===== config.mk =====
export PLATFORM = sky130hd
export DESIGN_NAME = bmiv_ctrl
export DESIGN_NICKNAME = d
export VERILOG_FILES = /design/src/rtl/bmiv_pkg.sv /design/src/rtl/bmiv_ctrl.sv
export SDC_FILE = /design/constraint.sdc
export NUM_CORES = 1
export LEC_CHECK = 0
export ABC_AREA = 1
export BUFFER_PORTS_ARGS = -buffer_cell sky130_fd_sc_hd__buf_4
export CAP_MARGIN = 20
export CORE_MARGIN = 5
export CORE_UTILIZATION = 30
export CTS_BUF_LIST = sky130_fd_sc_hd__clkbuf_16
export CTS_CLUSTER_SIZE = 24
export DETAILED_ROUTE_END_ITERATION = 12
export GPL_TIMING_DRIVEN = 0
export SLEW_MARGIN = 20
export SYNTH_ARGS = -nofsm -noshare
export SYNTH_HDL_FRONTEND = slang
export SYNTH_SLANG_ARGS = --single-unit

===== constraint.sdc =====
create_clock -name clock -period 2 [get_ports clock]
set_clock_uncertainty 0.1 [all_clocks]
set_input_delay 0.1 -clock clock [delete_from_list [all_inputs] [get_ports clock]]
set_output_delay 0.1 -clock clock [all_outputs]
set_load 0.005 [all_outputs]

===== src/rtl/bmiv_pkg.sv =====
// Shared types, constants and codes of the box mean unit.
`timescale 1ns / 1ps

package bmiv_pkg;

   // Storage sizes.
   localparam int VOLUME_DEPTH = 32768;
   localparam int VOL_AW       = $clog2(VOLUME_DEPTH);
   localparam int BOX_MAX      = 64;
   localparam int BOX_AW       = $clog2(BOX_MAX);

   // Field widths.
   localparam int FUNC_W   = 2;
   localparam int INDEX_W  = 15;
   localparam int WORD_W   = 32;
   localparam int DIM_W    = 11;
   localparam int COORD_W  = 10;
   localparam int OFF_W    = 11;
   localparam int LEN_W    = 10;
   localparam int CNT_W    = 7;
   localparam int FEAT_W   = 48;
   localparam int STATUS_W = 2;

   // Datapath widths.
   localparam int POS_W   = 13;
   localparam int MUL_W   = 22;
   localparam int PROD_W  = 2 * MUL_W;
   localparam int DXY_W   = 22;
   localparam int VXY_W   = 20;
   localparam int VOL_W   = 30;
   localparam int ZT_W    = 33;
   localparam int YT_W    = 22;
   localparam int ADDR_W  = 35;
   localparam int SUM_W   = 36;
   localparam int FRAC_W  = 16;
   localparam int DIVN_W  = 51;
   localparam int REM_W   = VOL_W + 1;
   localparam int MEAN_W  = DIVN_W + 1;
   localparam int DIFF_W  = MEAN_W + 1;
   localparam int DCNT_W  = $clog2(DIVN_W);
   localparam int BOXE_W  = 3 * OFF_W + 3 * LEN_W;
   localparam int CSR_AW  = 5;
   localparam int CSR_DW  = 32;

   // Input function codes.
   typedef enum logic [FUNC_W-1:0] {
      FUNC_VOLUME = 2'd0,
      FUNC_BOX    = 2'd1,
      FUNC_QUERY  = 2'd2,
      FUNC_NONE   = 2'd3
   } func_type;

   // Result status codes.
   typedef enum logic [STATUS_W-1:0] {
      STATUS_OK    = 2'd0,
      STATUS_RANGE = 2'd1,
      STATUS_ZERO  = 2'd2
   } status_type;

   // Register indexes of the configuration port.
   typedef enum logic [2:0] {
      REG_DIM_X     = 3'd0,
      REG_DIM_Y     = 3'd1,
      REG_DIM_Z     = 3'd2,
      REG_MRI_MODE  = 3'd3,
      REG_BOX_COUNT = 3'd4
   } csr_reg_type;

   // Operand selection of the shared multiplier.
   typedef enum logic [2:0] {
      MUL_DXY = 3'd0,
      MUL_VXY = 3'd1,
      MUL_VOL = 3'd2,
      MUL_ZS  = 3'd3,
      MUL_ZF  = 3'd4,
      MUL_YS  = 3'd5,
      MUL_YF  = 3'd6
   } mul_sel_type;

   // Controller states.
   typedef enum logic [3:0] {
      ST_IDLE,
      ST_CHECK,
      ST_BOX_RD,
      ST_GEOM_POS,
      ST_GEOM_LEN,
      ST_MUL,
      ST_CORNER_ADDR,
      ST_CORNER_ACC,
      ST_DIV_INIT,
      ST_DIV,
      ST_FINISH
   } state_type;

   // Commands from the controller to the datapath.
   typedef struct packed {
      logic              box_rd;
      logic [BOX_AW-1:0] box_addr;
      logic              geom_pos;
      logic              geom_len;
      logic              mul_en;
      mul_sel_type       mul_sel;
      logic              corner_rd;
      logic [2:0]        corner;
      logic              acc_clear;
      logic              acc_en;
      logic              div_init;
      logic              div_step;
      logic              hold_first;
      logic              emit;
      logic              emit_err;
      logic [BOX_AW-1:0] num;
      logic              last;
   } cmd_type;

   // Status from the datapath to the controller.
   typedef struct packed {
      logic target_bad;
      logic vol_zero;
   } dp_status_type;

endpackage


===== src/rtl/bmiv_ctrl.sv =====
// Controller that sequences boxes, corners and division steps of a query.
`timescale 1ns / 1ps

module bmiv_ctrl (
   input  logic                    clock,
   input  logic                    reset,
   input  logic                    query_accept,
   input  logic                    mri_mode,
   input  logic [bmiv_pkg::CNT_W-1:0] box_count,
   input  bmiv_pkg::dp_status_type dp_status,
   output bmiv_pkg::cmd_type       cmd,
   output logic                    busy
);
   import bmiv_pkg::*;

   state_type           state_ff, state_in;
   logic [BOX_AW-1:0]   s_ff, s_in;
   logic                phase_ff, phase_in;
   logic [2:0]          mcnt_ff, mcnt_in;
   logic [2:0]          ccnt_ff, ccnt_in;
   logic [DCNT_W-1:0]   dcnt_ff, dcnt_in;
   logic [CNT_W-1:0]    n_used;
   logic [CNT_W-1:0]    res;
   logic                is_last;

   // Boxes in use, limited to the table, and results per query.
   always_comb begin
      if (box_count == '0) begin
         n_used = CNT_W'(1);
      end else if (box_count > CNT_W'(BOX_MAX)) begin
         n_used = CNT_W'(BOX_MAX);
      end else begin
         n_used = box_count;
      end
      res     = mri_mode ? (n_used >> 1) : n_used;
      is_last = (CNT_W'(s_ff) + CNT_W'(1)) == res;
   end

   // Next state.
   always_comb begin
      state_in = state_ff;
      case (state_ff)
         ST_IDLE: begin
            if (query_accept) state_in = ST_CHECK;
         end
         ST_CHECK: begin
            if (dp_status.target_bad || res == '0) state_in = ST_IDLE;
            else state_in = ST_BOX_RD;
         end
         ST_BOX_RD:   state_in = ST_GEOM_POS;
         ST_GEOM_POS: state_in = ST_GEOM_LEN;
         ST_GEOM_LEN: state_in = ST_MUL;
         ST_MUL: begin
            if (mcnt_ff == 3'd5) begin
               state_in = dp_status.vol_zero ? ST_FINISH : ST_CORNER_ADDR;
            end
         end
         ST_CORNER_ADDR: state_in = ST_CORNER_ACC;
         ST_CORNER_ACC: begin
            state_in = (ccnt_ff == 3'd7) ? ST_DIV_INIT : ST_CORNER_ADDR;
         end
         ST_DIV_INIT: state_in = ST_DIV;
         ST_DIV: begin
            if (dcnt_ff == DCNT_W'(DIVN_W - 1)) state_in = ST_FINISH;
         end
         ST_FINISH: begin
            if ((mri_mode && !phase_ff) || !is_last) state_in = ST_BOX_RD;
            else state_in = ST_IDLE;
         end
         default: state_in = ST_IDLE;
      endcase
   end

   // Counters.
   always_comb begin
      s_in     = s_ff;
      phase_in = phase_ff;
      mcnt_in  = mcnt_ff;
      ccnt_in  = ccnt_ff;
      dcnt_in  = dcnt_ff;
      case (state_ff)
         ST_CHECK: begin
            s_in     = '0;
            phase_in = 1'b0;
         end
         ST_GEOM_LEN:    mcnt_in = '0;
         ST_MUL: begin
            mcnt_in = mcnt_ff + 3'd1;
            ccnt_in = '0;
         end
         ST_CORNER_ACC:  ccnt_in = ccnt_ff + 3'd1;
         ST_DIV_INIT:    dcnt_in = '0;
         ST_DIV:         dcnt_in = dcnt_ff + DCNT_W'(1);
         ST_FINISH: begin
            if (mri_mode && !phase_ff) begin
               phase_in = 1'b1;
            end else begin
               phase_in = 1'b0;
               s_in     = s_ff + BOX_AW'(1);
            end
         end
         default: ;
      endcase
   end

   // Outputs.
   always_comb begin
      cmd          = '0;
      cmd.mul_sel  = MUL_DXY;
      cmd.box_addr = phase_ff ? (s_ff + BOX_AW'(res)) : s_ff;
      cmd.corner   = ccnt_ff;
      cmd.num      = s_ff;
      cmd.last     = is_last;
      case (state_ff)
         ST_CHECK: begin
            cmd.emit_err = dp_status.target_bad;
            cmd.mul_en   = 1'b1;
            cmd.mul_sel  = MUL_DXY;
         end
         ST_BOX_RD: begin
            cmd.box_rd    = 1'b1;
            cmd.acc_clear = 1'b1;
         end
         ST_GEOM_POS: cmd.geom_pos = 1'b1;
         ST_GEOM_LEN: cmd.geom_len = 1'b1;
         ST_MUL: begin
            cmd.mul_en = 1'b1;
            case (mcnt_ff)
               3'd0:    cmd.mul_sel = MUL_VXY;
               3'd1:    cmd.mul_sel = MUL_VOL;
               3'd2:    cmd.mul_sel = MUL_ZS;
               3'd3:    cmd.mul_sel = MUL_ZF;
               3'd4:    cmd.mul_sel = MUL_YS;
               default: cmd.mul_sel = MUL_YF;
            endcase
         end
         ST_CORNER_ADDR: cmd.corner_rd = 1'b1;
         ST_CORNER_ACC:  cmd.acc_en    = 1'b1;
         ST_DIV_INIT:    cmd.div_init  = 1'b1;
         ST_DIV:         cmd.div_step  = 1'b1;
         ST_FINISH: begin
            if (mri_mode && !phase_ff) cmd.hold_first = 1'b1;
            else cmd.emit = 1'b1;
         end
         default: ;
      endcase
   end

   // State registers.
   always_ff @(posedge clock) begin
      if (reset) begin
         state_ff <= ST_IDLE;
         s_ff     <= '0;
         phase_ff <= 1'b0;
         mcnt_ff  <= '0;
         ccnt_ff  <= '0;
         dcnt_ff  <= '0;
      end else begin
         state_ff <= state_in;
         s_ff     <= s_in;
         phase_ff <= phase_in;
         mcnt_ff  <= mcnt_in;
         ccnt_ff  <= ccnt_in;
         dcnt_ff  <= dcnt_in;
      end
   end

   assign busy = (state_ff != ST_IDLE);

endmodule


==> flow_summary.toml <==
[min_path]
hold_depth = 6
min_to = "state_ff[1]"
min_from = "dp_status[1]"
hold_class = "in2reg"

[drt]
drcViolationCount = 0
drt.antenna.violating_nets = 0
drtIter0Drc = 68
post_drt_wl_per_cell_um = 12.38
wl_um = 5943
dr.pass1.iters = 5
via_per_inst = 4.798
vias = 2303

[clocking]
cts_tree = "built"
clkSinkCount = 23
clkLatencyLatePin_ps = 260
cts_max_path_buffers = 2
clk_pin_slew_worst_paths_ps = 70
cts_made_buffers = 3
cts_root_buf = "clkbuf_16"
hold_buffers = 0
h-tree-depth = 1

[global_routing]
use_met3_pct = 2.667
grt_max_degree = 15
grt_use_met2_pct = 23.97
grtUsageMet1_pct = 17.36
overflow = 0
grt_first_pass_wirelength_um = 9777
grt_usage_pct = 13.95
antenna_found_initial = 0
grt_pass1_vias = 2160
busiest_layer = "met2"

[power_and_ir_drop]
p_switching_uw = 336.8
p_seq_share_pct = 38.8
switching_share_pct = 28.04
pwr-share-clk_pct = 37.7
power.leakage_uw = 0.001368
irDropWorstVdd_mv = 0.3392
power.density_mw_per_mm2 = 410.3
fin_total_pwr_uw = 1201
combPwrFrac_pct = 23.6
p_int_uw = 864.5

[critical_path]
timing.rr.end = "state_ff[1]"
r2r_slack_ps = 140
reg2regPathDepth = 15
reg2reg_from = "s_ff[2]"
startpoint_type = "flip-flop"
crit_type = "reg2out"
worst_setup_path_end_kind = "output pin"
required_ps = 1800
arrival_ps = 1850
worstPathMaxFanout = 3

[yosys]
synth_commonest_cells = "nand2_1, inv_1, nor2_1, a21oi_1, nand3_1"
synth_top_area_share_pct = 23.50
synth.area.top_cells = "dfxtp_1, nand2_1, inv_1, ha_1, a21oi_1"
synth_nets = 353
synth_area_per_cell_um2 = 6.029
synth_warnings = 0
yosys.cell_types.count = 31
netlist_instances = 325
syn_area_mm2 = 0.001959
synthArstFlopShare_pct = 0
yosysSeqAreaShare_pct = 23.50
ys_seq_elements = 23
synth-edff-count = 0
synth_top_cell_by_area = "dfxtp_1"
ys.flop_type = "dfxtp_1"
synth.most_common_cell = "nand2_1"

[flow_run]
maxCapViolCount = 0

[finish]
nNetsFinal = 432
area_growth_pct = 49.43
fillers = 677
multi_input_area_mm2 = 0.001414
instances_no_fill = 480
utilization_pct = 46.11
drive_above_1_share_pct = 33.25
regArea_um2 = 474.2
antenna_cells = 0

[sta]
tightest_slew_ps = 564.9
drv_slew = 0
fin_ws_ps = -48.08
fin_crit_ps = 2048
finalCritPeriodShare_pct = 102.4
rsz0062_at_grt = "true"
timing_hold_violations_final = 0
setup_viol = 1
holdWs_ps = 151.1
fmax_ghz = 0.4883
slew-limit-headroom_pct = 62.34

[die]
fp.dieH_um = 90.82
die_area_mm2 = 0.008247
fp.coreArea_mm2 = 0.006350
io_pins = 45
die_x_um = 90.82
rows = 29
start_util_pct = 30.86

[placed_design]
port_buffers = 43
hpwlAfterDp_um = 4227
dp_cells = 445
gp_congestion = 0.8689

[outcome]
failed_checks = "negative setup slack"
outcome = "complete, but fails checks"
[cell type report]
type | instances | area share (%)
Buffer | 7 | 1.667
Clock buffer | 3 | 2.564
Clock inverter | 1 | 0.2564
Inverter | 53 | 6.966
Multi-Input combinational cell | 241 | 48.29
Sequential cell | 23 | 16.20
Tap cell | 77 | 3.291
Timing Repair Buffer | 75 | 20.77
[metal layers]
layer | up-vias | part of all wire (%)
met5 | - | 0
met4 | 0 | 2.1
met3 | 8 | 5.2
met2 | 61 | 48
met1 | 1046 | 44
li1 | 1188 | -
[per-stage QoR]
| step | setup WS [ps] | setup TNS, ps | cell area (um^2) |
|---|---|---|---|
| 2_1_floorplan | 209.9 | 0 | 1959 |
| 3_3_place_gp | -224.4 | -298.2 | 2379 |
| 3_5_place_dp | -261.6 | -351.4 | 2379 |
| 4_1_cts | -22.27 | -22.27 | 2781 |
| 5_1_grt | -158.1 | -298.8 | 2928 |
| 6_report | -48.08 | -48.08 | 2928 |
[cells in the final DEF (no fill, tap or decap), types with 2 or more instances in the layout]
cell type / n
o21ai_1: 3
o21ai_0: 13
dfxtp_1: 18
a31oi_1: 2
dfxtp_2: 2
inv_2: 6
o211ai_1: 2
buf_8: 3
clkbuf_1: 3
inv_1: 45
nand2_4: 2
inv_4: 2
nand2_2: 7
nor3_1: 2
nand3_2: 3
dfxtp_4: 3
ha_1: 10
a21oi_1: 22
nand4_1: 3
nand2_1: 84
nor2_2: 7
nor2_4: 5
nor2_1: 31
buf_4: 68
xor2_1: 2
clkbuf_16: 3
ha_4: 4
buf_6: 8
nand3_1: 21
a21oi_2: 5
a221oi_1: 3
[how the worst max path moves through the flow]
stage,startpoint,end,cells after the start
global route,box_count[5],cmd[29],15
detailed placement,mri_mode,cmd[29],17
floorplan,mri_mode,cmd[29],14
CTS,s_ff[2],cmd[0],10
finish,s_ff[2],cmd[29],11
global placement,mri_mode,cmd[29],17
[power groups by stage]
stage	sequential (uW)	combinational, uW	clock, uW
2_1_floorplan	478	123	0
3_3_place_gp	480	193	0
3_5_place_dp	480	195	0
4_1_cts	465	256	466
5_1_grt	466	310	483
6_report	466	283	452
[flip-flops by register name, summed over array words and instances (netlist names)]
name / cells
dcnt_ff: 6
mcnt_ff: 3
phase_ff: 1
ccnt_ff: 3
state_ff: 4
s_ff: 6
[what timing repair did]
item / 4_1_cts / 5_1_grt
setup buffers: 22 / 11
pin swaps: 20 / 17
resized for setup: 40 / 23
setup endpoints to repair: 4 / 6
[logic make-up (layout without fill, tap and decap cells)]
logic type / count (synthesis) / count (layout) / synth area share, %
AOI/OAI and AO/OA: 55 / 55 / 15.77
DFF: 23 / 23 / 23.50
and+or+nand+nor: 167 / 167 / 36.27
buffers and inverters: 61 / 139 / 12.71
adders and majority gates: 15 / 15 / 9.962
xor gates and xnor gates: 4 / 4 / 1.788
[worst max-delay path, stage by stage, from the launching register on]
cell,delay [ps]
dfxtp_4,360
ha_4,250
a21oi_2,150
nand2_2,80
nand2_2,70
nand2_2,50
a21oi_2,150
nand3_1,80
nand2_1,70
nor2_2,40
xor2_1,130
buf_4,140
No activity file was read; power rests on OpenSTA's default activity.
